`config.mk`:
```
export PLATFORM = sky130hd
export DESIGN_NAME = software_timer_table
export DESIGN_NICKNAME = d
export VERILOG_FILES = /design/src/hw/rtl/stt_pkg.sv /design/src/hw/rtl/software_timer_table.sv /design/src/hw/rtl/stt_divider.sv
export VERILOG_INCLUDE_DIRS = /design/src /design/src/hw/rtl
export SDC_FILE = /design/constraint.sdc
export NUM_CORES = 2
export LEC_CHECK = 0
export BUFFER_PORTS_ARGS = -buffer_cell sky130_fd_sc_hd__buf_4
export CORE_UTILIZATION = 45
export CTS_BUF_LIST = sky130_fd_sc_hd__clkbuf_4 sky130_fd_sc_hd__clkbuf_8
export DETAILED_ROUTE_END_ITERATION = 7
export PLACE_DENSITY = 0.62
export SLEW_MARGIN = 10
export SYNTH_ARGS = -nofsm -noshare
export SYNTH_HDL_FRONTEND = slang
export SYNTH_SLANG_ARGS = --single-unit
export TNS_END_PERCENT = 100
```
`constraint.sdc`:
```
create_clock -name aclk -period 12.2 [get_ports aclk]
set_input_delay 1.83 -clock aclk [delete_from_list [all_inputs] [get_ports aclk]]
set_output_delay 1.83 -clock aclk [all_outputs]
set_load 0.05 [all_outputs]
```
`src/hw/rtl/software_timer_table_assert.svh`:
```
// Assertion macros for the software timer table
`ifndef SOFTWARE_TIMER_TABLE_ASSERT_SVH
`define SOFTWARE_TIMER_TABLE_ASSERT_SVH
`ifndef SYNTHESIS
`define STT_ASSERT(label, clk, rstn, prop, msg) \
    label: assert property (@(posedge clk) disable iff (!rstn) (prop)) else $error(msg);
`define STT_ASSERT_NEXT(label, clk, rstn, ante, cons, msg) \
    label: assert property (@(posedge clk) disable iff (!rstn) (ante) |=> (cons)) else $error(msg);
`else
`define STT_ASSERT(label, clk, rstn, prop, msg)
`define STT_ASSERT_NEXT(label, clk, rstn, ante, cons, msg)
`endif
`endif

```
`src/hw/rtl/stt_pkg.sv`:
```
// Types and constants shared by the software timer table modules
package stt_pkg;
    localparam int unsigned OpW    = 3;
    localparam int unsigned IdW    = 4;
    localparam int unsigned MsW    = 24;
    localparam int unsigned BaseW  = 16;
    localparam int unsigned TimeW  = 40;
    localparam int unsigned MaxSlots = 16;

    localparam logic [OpW-1:0] OP_ADD     = 3'd0;
    localparam logic [OpW-1:0] OP_DELETE  = 3'd1;
    localparam logic [OpW-1:0] OP_TICK    = 3'd2;
    localparam logic [OpW-1:0] OP_QREM    = 3'd3;
    localparam logic [OpW-1:0] OP_QELAPSE = 3'd4;

    localparam logic [1:0] ST_OK   = 2'd0;
    localparam logic [1:0] ST_BAD  = 2'd1;
    localparam logic [1:0] ST_FULL = 2'd2;

    typedef struct packed {
        logic [OpW-1:0] opcode;
        logic [IdW-1:0] timer_id;
        logic [MsW-1:0] interval_ms;
        logic           periodic;
    } req_t;

    typedef struct packed {
        logic [1:0]       status;
        logic [IdW-1:0]   result_id;
        logic [TimeW-1:0] time_ms;
        logic             expired;
        logic             last;
    } rsp_t;

    // divider control/status between sequencer and divider
    typedef struct packed {
        logic             start;
        logic [MsW-1:0]   dividend;
        logic [BaseW-1:0] divisor;
    } div_req_t;

    typedef struct packed {
        logic           done;
        logic [MsW-1:0] quotient;
    } div_rsp_t;
endpackage

```
`src/hw/rtl/software_timer_table.sv`:
```
// Top level of the software timer table: sequencer, slot store, output register
//
// Usage: s_valid/s_ready/s_data carry one operation (add, delete, tick, query
// remaining, query elapsed). Results come out on m_valid/m_ready/m_data, one
// or more per operation, the final one flagged by last. cfg_we/cfg_wdata set
// the tick base in milliseconds (reset value 10); write it only while idle.
// One operation at a time: s_ready is high only while the sequencer is idle
// and no result is waiting, so the next input transfer can come the cycle
// after the final result of the previous operation transfers.
// An add waits for the 24 steps of the bit-serial divider; queries pass
// through one registered multiply.
// Tick: walks the slots (min(NUM_TIMERS,16)) one per cycle while no released
// expiry waits to transfer. An expiry is held until the walk knows whether
// another follows; each further expiry releases the held one and stalls the
// walk until it transfers, so receiver stalls slow the walk.
// Reset empties the table; no clearing pass. When the receiver stalls, the
// sequencer holds the pending result and waits, nothing is dropped.
module software_timer_table #(
    parameter int unsigned NUM_TIMERS = 16,
    parameter int unsigned TICK_BITS  = 24
) (
    input  logic                            aclk,
    input  logic                            aresetn,
    input  logic                            s_valid,
    output logic                            s_ready,
    input  stt_pkg::req_t                   s_data,
    output logic                            m_valid,
    input  logic                            m_ready,
    output stt_pkg::rsp_t                   m_data,
    input  logic                            cfg_we,
    input  logic [stt_pkg::BaseW-1:0]       cfg_wdata
);
    `include "software_timer_table_assert.svh"

    localparam int unsigned Slots = (NUM_TIMERS < stt_pkg::MaxSlots) ?
                                    NUM_TIMERS : stt_pkg::MaxSlots;
    localparam int unsigned SW = (Slots > 1) ? $clog2(Slots) : 1;
    localparam int unsigned IdW = stt_pkg::IdW;
    localparam int unsigned MsW = stt_pkg::MsW;
    localparam int unsigned BaseW = stt_pkg::BaseW;
    localparam int unsigned TimeW = stt_pkg::TimeW;
    localparam logic [TICK_BITS-1:0] TickMax = '1;

    typedef enum logic [6:0] {
        S_IDLE  = 7'b0000001,
        S_DISP  = 7'b0000010,
        S_DIV   = 7'b0000100,
        S_TICK  = 7'b0001000,
        S_MUL   = 7'b0010000,
        S_OUT   = 7'b0100000,
        S_DONE  = 7'b1000000
    } state_t;

    state_t state_reg, state_next;
    logic [BaseW-1:0] base_reg;
    stt_pkg::req_t req_reg;
    stt_pkg::rsp_t out_reg, out_next;
    logic out_valid_reg, out_valid_next;
    // out_reg holds an expiry whose last flag is not known yet
    logic hold_reg, hold_next;

    logic [Slots-1:0] valid_reg, valid_next;
    logic [Slots-1:0] per_reg;
    logic [TICK_BITS-1:0] period_mem [Slots];
    logic [TICK_BITS-1:0] remain_mem [Slots];

    logic [SW-1:0] idx_reg, idx_next;
    logic [SW-1:0] free_idx;
    logic          free_any;
    logic          any_exp_reg, any_exp_next;
    logic [TimeW-1:0] prod_reg;
    logic [TICK_BITS-1:0] tsel;

    // write port of the slot store
    logic                 wr_en;
    logic [SW-1:0]        wr_idx;
    logic [TICK_BITS-1:0] wr_rem;
    logic                 wr_load;
    logic [TICK_BITS-1:0] wr_per;
    logic                 wr_pflag;

    stt_pkg::div_req_t div_req;
    stt_pkg::div_rsp_t div_rsp;

    stt_divider u_div (
        .aclk   (aclk),
        .aresetn(aresetn),
        .req    (div_req),
        .rsp    (div_rsp)
    );

    logic          id_in_range;
    logic          id_ok;
    logic [SW-1:0] id_sel;
    logic [TICK_BITS-1:0] cur_rem, cur_per, dec_rem;

    assign id_in_range = {28'd0, req_reg.timer_id} < 32'(Slots);
    assign id_sel      = SW'(req_reg.timer_id);
    assign id_ok       = id_in_range && valid_reg[id_sel];

    always_comb begin
        free_any = 1'b0;
        free_idx = '0;
        for (int i = Slots - 1; i >= 0; i--) begin
            if (!valid_reg[i]) begin
                free_any = 1'b1;
                free_idx = SW'(i);
            end
        end
    end

    assign cur_rem = remain_mem[idx_reg];
    assign cur_per = period_mem[idx_reg];
    assign dec_rem = (cur_rem != '0) ? cur_rem - 1'b1 : cur_rem;

    always_comb begin
        tsel = '0;
        if (req_reg.opcode == stt_pkg::OP_QREM) begin
            tsel = remain_mem[id_sel];
        end else if (period_mem[id_sel] >= remain_mem[id_sel]) begin
            tsel = period_mem[id_sel] - remain_mem[id_sel];
        end
    end

    always_comb begin
        state_next     = state_reg;
        valid_next     = valid_reg;
        idx_next       = idx_reg;
        any_exp_next   = any_exp_reg;
        out_next       = out_reg;
        out_valid_next = out_valid_reg;
        hold_next      = hold_reg;
        div_req        = '0;
        wr_en          = 1'b0;
        wr_idx         = idx_reg;
        wr_rem         = '0;
        wr_load        = 1'b0;
        wr_per         = '0;
        wr_pflag       = 1'b0;
        if (m_valid && m_ready) begin
            out_valid_next = 1'b0;
        end
        case (state_reg)
            S_IDLE: begin
                if (s_valid && s_ready) begin
                    state_next = S_DISP;
                end
            end
            S_DISP: begin
                out_next = '{status: stt_pkg::ST_OK, result_id: '0, time_ms: '0,
                             expired: 1'b0, last: 1'b1};
                case (req_reg.opcode)
                    stt_pkg::OP_ADD: begin
                        if (base_reg == '0 || req_reg.interval_ms < MsW'(base_reg)) begin
                            out_next.status = stt_pkg::ST_BAD;
                            state_next = S_OUT;
                        end else if (!free_any) begin
                            out_next.status = stt_pkg::ST_FULL;
                            state_next = S_OUT;
                        end else begin
                            idx_next = free_idx;
                            div_req.start    = 1'b1;
                            div_req.dividend = req_reg.interval_ms;
                            div_req.divisor  = base_reg;
                            state_next = S_DIV;
                        end
                    end
                    stt_pkg::OP_DELETE: begin
                        if (id_ok) begin
                            valid_next[id_sel] = 1'b0;
                        end else begin
                            out_next.status = stt_pkg::ST_BAD;
                        end
                        state_next = S_OUT;
                    end
                    stt_pkg::OP_TICK: begin
                        idx_next     = '0;
                        any_exp_next = 1'b0;
                        state_next   = S_TICK;
                    end
                    stt_pkg::OP_QREM, stt_pkg::OP_QELAPSE: begin
                        if (id_ok) begin
                            state_next = S_MUL;
                        end else begin
                            out_next.status = stt_pkg::ST_BAD;
                            state_next = S_OUT;
                        end
                    end
                    default: begin
                        out_next.status = stt_pkg::ST_BAD;
                        state_next = S_OUT;
                    end
                endcase
            end
            S_DIV: begin
                if (div_rsp.done) begin
                    wr_en    = 1'b1;
                    wr_load  = 1'b1;
                    wr_pflag = req_reg.periodic;
                    // saturate long periods
                    if (MsW > TICK_BITS && (div_rsp.quotient > MsW'(TickMax))) begin
                        wr_per = TickMax;
                    end else begin
                        wr_per = TICK_BITS'(div_rsp.quotient);
                    end
                    wr_rem = wr_per;
                    valid_next[idx_reg] = 1'b1;
                    out_next.result_id = IdW'(idx_reg);
                    state_next = S_OUT;
                end
            end
            S_TICK: begin
                // one slot per cycle; a released expiry must transfer first
                if (!out_valid_reg || hold_reg) begin
                    if (hold_reg && valid_reg[idx_reg] && dec_rem == '0) begin
                        // another expiry follows: the held one goes out as not last
                        hold_next = 1'b0;
                    end else begin
                        if (valid_reg[idx_reg]) begin
                            wr_en = 1'b1;
                            if (dec_rem == '0) begin
                                if (per_reg[idx_reg]) begin
                                    wr_rem = cur_per;
                                end else begin
                                    wr_rem = dec_rem;
                                    valid_next[idx_reg] = 1'b0;
                                end
                                any_exp_next   = 1'b1;
                                out_valid_next = 1'b1;
                                hold_next      = 1'b1;
                                out_next = '{status: stt_pkg::ST_OK,
                                             result_id: IdW'(idx_reg),
                                             time_ms: '0, expired: 1'b1, last: 1'b0};
                            end else begin
                                wr_rem = dec_rem;
                            end
                        end
                        if (32'(idx_reg) == Slots - 1) begin
                            state_next = S_DONE;
                        end else begin
                            idx_next = idx_reg + 1'b1;
                        end
                    end
                end
            end
            S_DONE: begin
                // the held expiry becomes last, or emit the no-expiry result
                if (hold_reg) begin
                    out_next.last = 1'b1;
                    hold_next  = 1'b0;
                    state_next = S_IDLE;
                end else if (!any_exp_reg) begin
                    out_next = '{status: stt_pkg::ST_OK, result_id: '0, time_ms: '0,
                                 expired: 1'b0, last: 1'b1};
                    out_valid_next = 1'b1;
                    state_next = S_IDLE;
                end else begin
                    // an expiry is always held at the end of the walk
                    state_next = S_IDLE;
                end
            end
            S_MUL: begin
                out_next.time_ms = prod_reg;
                state_next = S_OUT;
            end
            S_OUT: begin
                if (!out_valid_reg) begin
                    out_valid_next = 1'b1;
                    state_next = S_IDLE;
                end
            end
            default: state_next = S_IDLE;
        endcase
    end

    always_ff @(posedge aclk) begin
        if (!aresetn) begin
            state_reg     <= S_IDLE;
            base_reg      <= BaseW'(10);
            valid_reg     <= '0;
            out_valid_reg <= 1'b0;
            hold_reg      <= 1'b0;
            idx_reg       <= '0;
            any_exp_reg   <= 1'b0;
        end else begin
            state_reg     <= state_next;
            valid_reg     <= valid_next;
            out_valid_reg <= out_valid_next;
            hold_reg      <= hold_next;
            idx_reg       <= idx_next;
            any_exp_reg   <= any_exp_next;
            if (cfg_we) begin
                base_reg <= cfg_wdata;
            end
        end
        if (s_valid && s_ready) begin
            req_reg <= s_data;
        end
        out_reg  <= out_next;
        prod_reg <= TimeW'(tsel) * TimeW'(base_reg);
    end

    always_ff @(posedge aclk) begin
        if (wr_en) begin
            remain_mem[wr_idx] <= wr_rem;
            if (wr_load) begin
                period_mem[wr_idx] <= wr_per;
                per_reg[wr_idx]    <= wr_pflag;
            end
        end
    end

    assign s_ready = (state_reg == S_IDLE) && !out_valid_reg;
    assign m_data  = out_reg;
    assign m_valid = out_valid_reg && !hold_reg;

    `STT_ASSERT(a_ready_idle, aclk, aresetn, !(s_ready && state_reg != S_IDLE), "ready outside idle")
    `STT_ASSERT_NEXT(a_add_div, aclk, aresetn, div_req.start, state_reg == S_DIV, "divider start without wait")
    `STT_ASSERT(a_out_last, aclk, aresetn, !(m_valid && state_reg == S_IDLE && !m_data.expired && !m_data.last), "non-expiry result lacks last")
endmodule

```
`src/hw/rtl/stt_divider.sv`:
```
// Restoring divider, one quotient bit per cycle
module stt_divider (
    input  logic              aclk,
    input  logic              aresetn,
    input  stt_pkg::div_req_t req,
    output stt_pkg::div_rsp_t rsp
);
    localparam int unsigned MsW = stt_pkg::MsW;
    localparam int unsigned BaseW = stt_pkg::BaseW;
    localparam int unsigned CntW = $clog2(MsW + 1);

    logic             busy_reg, busy_next;
    logic [CntW-1:0]  cnt_reg, cnt_next;
    logic [MsW-1:0]   quo_reg, quo_next;
    logic [BaseW:0]   rem_reg, rem_next;
    logic [BaseW-1:0] dvs_reg, dvs_next;
    logic             done_reg, done_next;
    logic [BaseW+1:0] trial;

    always_comb begin
        busy_next = busy_reg;
        cnt_next  = cnt_reg;
        quo_next  = quo_reg;
        rem_next  = rem_reg;
        dvs_next  = dvs_reg;
        done_next = 1'b0;
        trial     = '0;
        if (req.start) begin
            busy_next = 1'b1;
            cnt_next  = CntW'(MsW);
            quo_next  = req.dividend;
            rem_next  = '0;
            dvs_next  = req.divisor;
        end else if (busy_reg) begin
            // shift next dividend bit into the partial remainder
            trial = {rem_reg, quo_reg[MsW-1]} - {2'b00, dvs_reg};
            if (!trial[BaseW+1]) begin
                rem_next = trial[BaseW:0];
                quo_next = {quo_reg[MsW-2:0], 1'b1};
            end else begin
                rem_next = {rem_reg[BaseW-1:0], quo_reg[MsW-1]};
                quo_next = {quo_reg[MsW-2:0], 1'b0};
            end
            cnt_next = cnt_reg - 1'b1;
            if (cnt_reg == CntW'(1)) begin
                busy_next = 1'b0;
                done_next = 1'b1;
            end
        end
    end

    always_ff @(posedge aclk) begin
        if (!aresetn) begin
            busy_reg <= 1'b0;
            done_reg <= 1'b0;
            cnt_reg  <= '0;
        end else begin
            busy_reg <= busy_next;
            done_reg <= done_next;
            cnt_reg  <= cnt_next;
        end
        quo_reg <= quo_next;
        rem_reg <= rem_next;
        dvs_reg <= dvs_next;
    end

    assign rsp.done     = done_reg;
    assign rsp.quotient = quo_reg;
endmodule
```
Yosys cells after proc, flatten, opt, wreduce, memory -nomap -nowiden
Memories as Yosys holds them, arrays and structs flattened. A register that Yosys moved wholly into a read port is not among the register bits.
Index checks and enable logic that the tools add are counted.
{ "word_totals": {"reg_bits": 246, "ramBits": 768, "in_bits": 53, "output_inout_bits": 50, "wordCells": 269, "n_memories": 2} }
{ "mem_list": {"columns": ["memory", "words", "width", "read_ports", "rd_ports_with_merged_regs", "wr", "line_no", "source"], "rows": [
  ["period_mem", 16, 24, 2, 2, 1, "software_timer_table.sv:64", "logic [TICK_BITS-1:0] period_mem [Slots];"],
  ["remain_mem", 16, 24, 2, 2, 1, "software_timer_table.sv:65", "logic [TICK_BITS-1:0] remain_mem [Slots];"]
]} }
{ "op_classes": {"add_sub_neg": 5, "multipliers": 1, "n_lt_le_gt_ge": 6, "eq_ne": 34, "n_mux": 148, "bitwise": 10, "reduce_logical": 38} }
{ "ops": {"columns": ["op", "count"], "rows": [
  ["two-way mux 24 bit", 12],
  ["two-way mux 48 bit", 5],
  ["two-way mux 41 bit", 4],
  ["one-hot mux 40 bit (4 select lines)", 1],
  ["two-way mux 16 bit", 8],
  ["two-way mux 4 bit", 28],
  ["two-way mux 1 bit", 55],
  ["one-hot mux 16 bit (3 select lines)", 1],
  ["one-hot mux 24 bit (2 select lines)", 1],
  ["two-way mux 47 bit", 1],
  ["two-way mux 7 bit", 6],
  ["one-hot mux 7 bit (6 select lines)", 1],
  ["multiplier 24 x 16 -> 40 bit", 1],
  ["bitwise AND 16 bit", 2],
  ["NOT 16 bit", 2],
  ["greater-or-equal comparator 24 bit", 1],
  ["logical NOT 24 bit", 1],
  ["< comparator 24 x 16 -> 1 bit", 1],
  ["inequality test 2 bit (second input constant)", 12],
  ["nonzero test 24 bit", 1],
  ["subtractor 24 x 1 -> 24 bit (second input constant)", 1],
  ["subtractor 24 bit", 1],
  ["one-hot mux 7 bit (3 select lines)", 1],
  ["AND reduction 7 bit", 3],
  ["50 further kinds", 92]
]} }

Logic depth before layout (Yosys ltp)
{ "depth": {"word_depth": 22, "depth_mapped": 48, "mapped_depth_nobuf": 43} }

Hierarchy
From an unflattened synthesis, not the netlist that was laid out.
{ "hier_totals": {"hier_cells": 4343, "area_unflattened_um2": 61367.6} }
{ "modules_own_cells": {"columns": ["mod", "n_inst", "cells_per_inst", "area_each_um2", "seq_area_each_um2"], "rows": [
  ["software_timer_table", 1, 4010, 57791.7, 27826.7],
  ["stt_divider", 1, 333, 3575.9, 1681.6]
]} }

Worst setup path before layout
No wires, ideal clock.
{ "synth_path": {"path_kind": "register -> register", "start": "register with a tool-made name", "end": "register prod_reg[37]", "setup_time_ns": 0.072, "t_arrival_ns": 12.411, "t_required_ns": 12.128, "path_slack_ns": -0.283, "path_stages_with_launch": 46, "n_path_buf": 6, "period_less_slack_ns": 12.483, "path_cell_list": "dfxtp_1 buf_1 clkbuf_1 clkbuf_1 buf_1 mux4_2 mux4_2 fa_1 a21o_1 a21o_1 a221oi_1 o311ai_0 and3_1 o31a_1 o221ai_1 a21oi_1 o21bai_1 a21o_1 (+10 left out) ha_1 inv_1 fa_1 fa_1 inv_1 ha_1 a21o_1 a21o_1 a21oi_1 a21boi_0 o211a_1 o2111ai_1 o311ai_0 a211oi_1 nand3b_1 a31o_2 a41oi_1 xnor2_1"} }
{ "synth_rtl": {"columns": ["element", "line_no", "source"], "rows": [
  ["to (signal assigned)", "software_timer_table.sv:300", "prod_reg <= TimeW'(tsel) * TimeW'(base_reg);"],
  ["to (decl)", "software_timer_table.sv:71", "logic [TimeW-1:0] prod_reg;"]
]} }

==> summary.txt <==
proportion of synthesized flip-flops having asynchronous set or reset - 0%
worst clock skew - 56.0 ps
logic gate share of total power - 39.0%
area share of the largest cell type after synthesis - 44.9%
Achievable Freq - 0.0864 GHz
post-detail-place hpwl - 116000 um
min setup slack post-route - 631 ps
Final Non-Filler Cells - 6290
count of mapped cells out of synthesis - 4224
warning count from the yosys run - 0
leakage power summed over all cells - 26.2 nW
root cell of the clock tree - clkbuf_8
minimum hold slack - 498 ps
switching part of the total - 36.2%
clock-pin transition on the worst setup and hold timing paths - 60 ps
starting utilization of the core area - 45.3%
post-layout min period - 11570 ps
IO Port Bufs - 102
top cell types by occurrence after synthesis - 904 x edfxtp_1, 479 x mux4_2, 453 x inv_1
proportion of synthesized chip area in sequential cells - 48.8%
dpl cell area - 63800 um^2
final setup violating endpoints - 0
Top-Level Pins - 103
grt ovf - 0
worst-case vdd ir drop - 176 uV
remaining routing DRC violations - 0
Core ar. - 133000 um^2
Filler cells - 11300
DR vias - 38000
all-layer global routing usage - 25.7%
Vias per Instance - 6.04
routability congestion estimate - 0.927
TNS Setup - 0 ps
max-cap violations - 0
pin slew with the least headroom to its limit - 1230 ps
clock buffer count from CTS - 170
post-synth top area cell - edfxtp_1
H-tree level count - 4
antenna violations before repair - 3
fraction of final layout cells sized beyond drive strength 1 - 24.4%
status - finished, final reports clean
number of DRC markers in iteration 0 - 4110
switching power - 4.29 mW
clock latency of the later-clocked register in the worst-skew pair - 920 ps
Die Ht - 369 um
global-route wire length before repair - 256000 um
Final ANT Viol Nets - 0
min-delay worst type - flop to flop
Setup crit end kind - flop
Cell Count Post-Placement - 5976
cell type of the slowest stage on the worst timing path - fa_1
Final Util - 50.6%
net count after synthesis - 4760
TritonCTS clock tree - done
Critical Path Max Stage Delay - 590 ps
row cnt - 134
average cell area after synthesis - 14.3 um^2
via count of the first global-routing pass - 38200
dominant register cell in the synthesized netlist - edfxtp_1
number of sinks on the clock net - 1022
Routed WL - 173000 um
die area - 136000 um^2
Layout Nets - 4921
clock network power share - 27.5%
layout overhead on the synthesized area - 11.7%
count of state elements after synthesis - 1022
die width - 369 um
dominant cells by area after synthesis - edfxtp_1 45%, mux4_2 18%, fa_1 10%
required time at the worst-slack endpoint - 12990 ps
cell type with the highest occurrence count on the critical path - fa_1
Post-Layout Inst Area - 67600 um^2
Longest Clk Path Bufs - 3
largest net degree at the start of global routing - 49
flop2flop setup slack - 630 ps
synthesized cell area - 60500 um^2
Worst Path Max Fanout - 26
internal portion of total power - 7.57 mW
number of flops mapped to enable cells by yosys - 904
unrepaired setup endpoints after global routing - no
detailed-router iteration count before antenna repair - 6
kind of start point of the critical path - flop
wire length per cell after detailed routing - 27.5 um
Data arrival, critical path - 12360 ps
Total Power - 11.9 mW
slew margin rel. - 18.1%
final worst path period share - 94.8%
DP Worst Slack - -336 ps
hold violation total from the final report - 0
pwr/cell area - 176 nW/um^2
most common cell in the netlist - edfxtp_1
Synth cell types - 80
Sequential Power Share - 33.5%
type of the setup path with the least slack - flop to flop
total count of max-transition violations in the final report - 0
number of buffers inserted for hold repair after clock tree synthesis - 0
-- placed cells by master, fill, tap and decap left out, types with 23 or more instances in the layout --
cell type / count
o21bai_1: 33
a21o_1: 25
nor2_1: 153
a211oi_1: 25
edfxtp_1: 904
mux4_2: 479
nand3_1: 42
buf_4: 219
and3_1: 36
o21ai_0: 69
nor2_4: 34
nor3_1: 39
clkinv_2: 23
inv_1: 452
xnor2_1: 55
and2_1: 203
mux2i_1: 32
a22oi_1: 31
clkinv_1: 36
ha_1: 175
xor2_1: 28
clkbuf_4: 36
a21oi_1: 81
mux2_2: 32
clkbuf_8: 182
o21a_1: 24
nand2b_1: 30
dfxtp_1: 110
fa_1: 308
nor2b_1: 23
nand2_1: 322
-- critical path: cells and delay by family, from the launching register on --
| kind | cells | cell delay (ps) |
|---|---|---|
| mux | 2 | 1160 |
| compound gates | 12 | 2860 |
| flops | 1 | 380 |
| fa+ha+maj | 8 | 3900 |
| buf+inv | 10 | 1590 |
| simple gates | 8 | 1390 |
| xor+xnor | 1 | 130 |
-- power groups by stage --
stage               sequential, mW  clock, mW  combinational [mW]
floorplan                     4.01          0                3.39
global placement              4.05          0                4.52
detailed placement            4.05          0                4.59
CTS                           3.98       3.32                4.62
global route                  3.98       3.47                5.19
finish                        3.97       3.27                4.62
-- cell type report --
class,instances,area (um^2),share of cell area [%]
Multi-Input combinational cell,2503,28600,42.3
Tap cell,1768,2210,3.27
Clock buffer,218,2780,4.11
Timing Repair Buffer,233,1900,2.81
Inverter,455,1710,2.53
Sequential cell,1022,29500,43.7
Antenna cell,3,7.51,0.0111
Clock inverter,88,830,1.23
-- timing repair --
action	4_1_cts	5_1_grt
gates resized for setup	8	11
cloned	0	0
buffers inserted	0	5
pin swaps	0	1
endpoints found under the setup margin	6	11
endpoints found under the hold margin	0	0
-- cell families (layout without fill, tap and decap cells) --
logic type	Yosys count	after routing	synth area share (%)
and+or+nand+nor	968	968	7.93
xor gates and xnor gates	84	84	1.22
other	0	3	0
muxes	543	543	19.0
buffers and inverters	699	994	4.49
DFF	1022	1022	48.8
adders and majority gates	483	483	13.8
AOI/OAI and AO/OA	425	425	4.79
-- final timing paths --
path	from	to	depth (start not counted)
min	u_div.cnt_reg[1]	u_div.cnt_reg[1]	2
max reg2reg	flop	prod_reg[39]	41
max	flop	prod_reg[39]	41
min reg2reg	u_div.cnt_reg[1]	u_div.cnt_reg[1]	2
-- metal layers --
metal  wire, um  track usage (%)
met1      70400             36.3
met2      79100             39.2
met3      16600             5.48
met4       6850             9.43
met5         13                0
(Power assumes the default switching activity.)
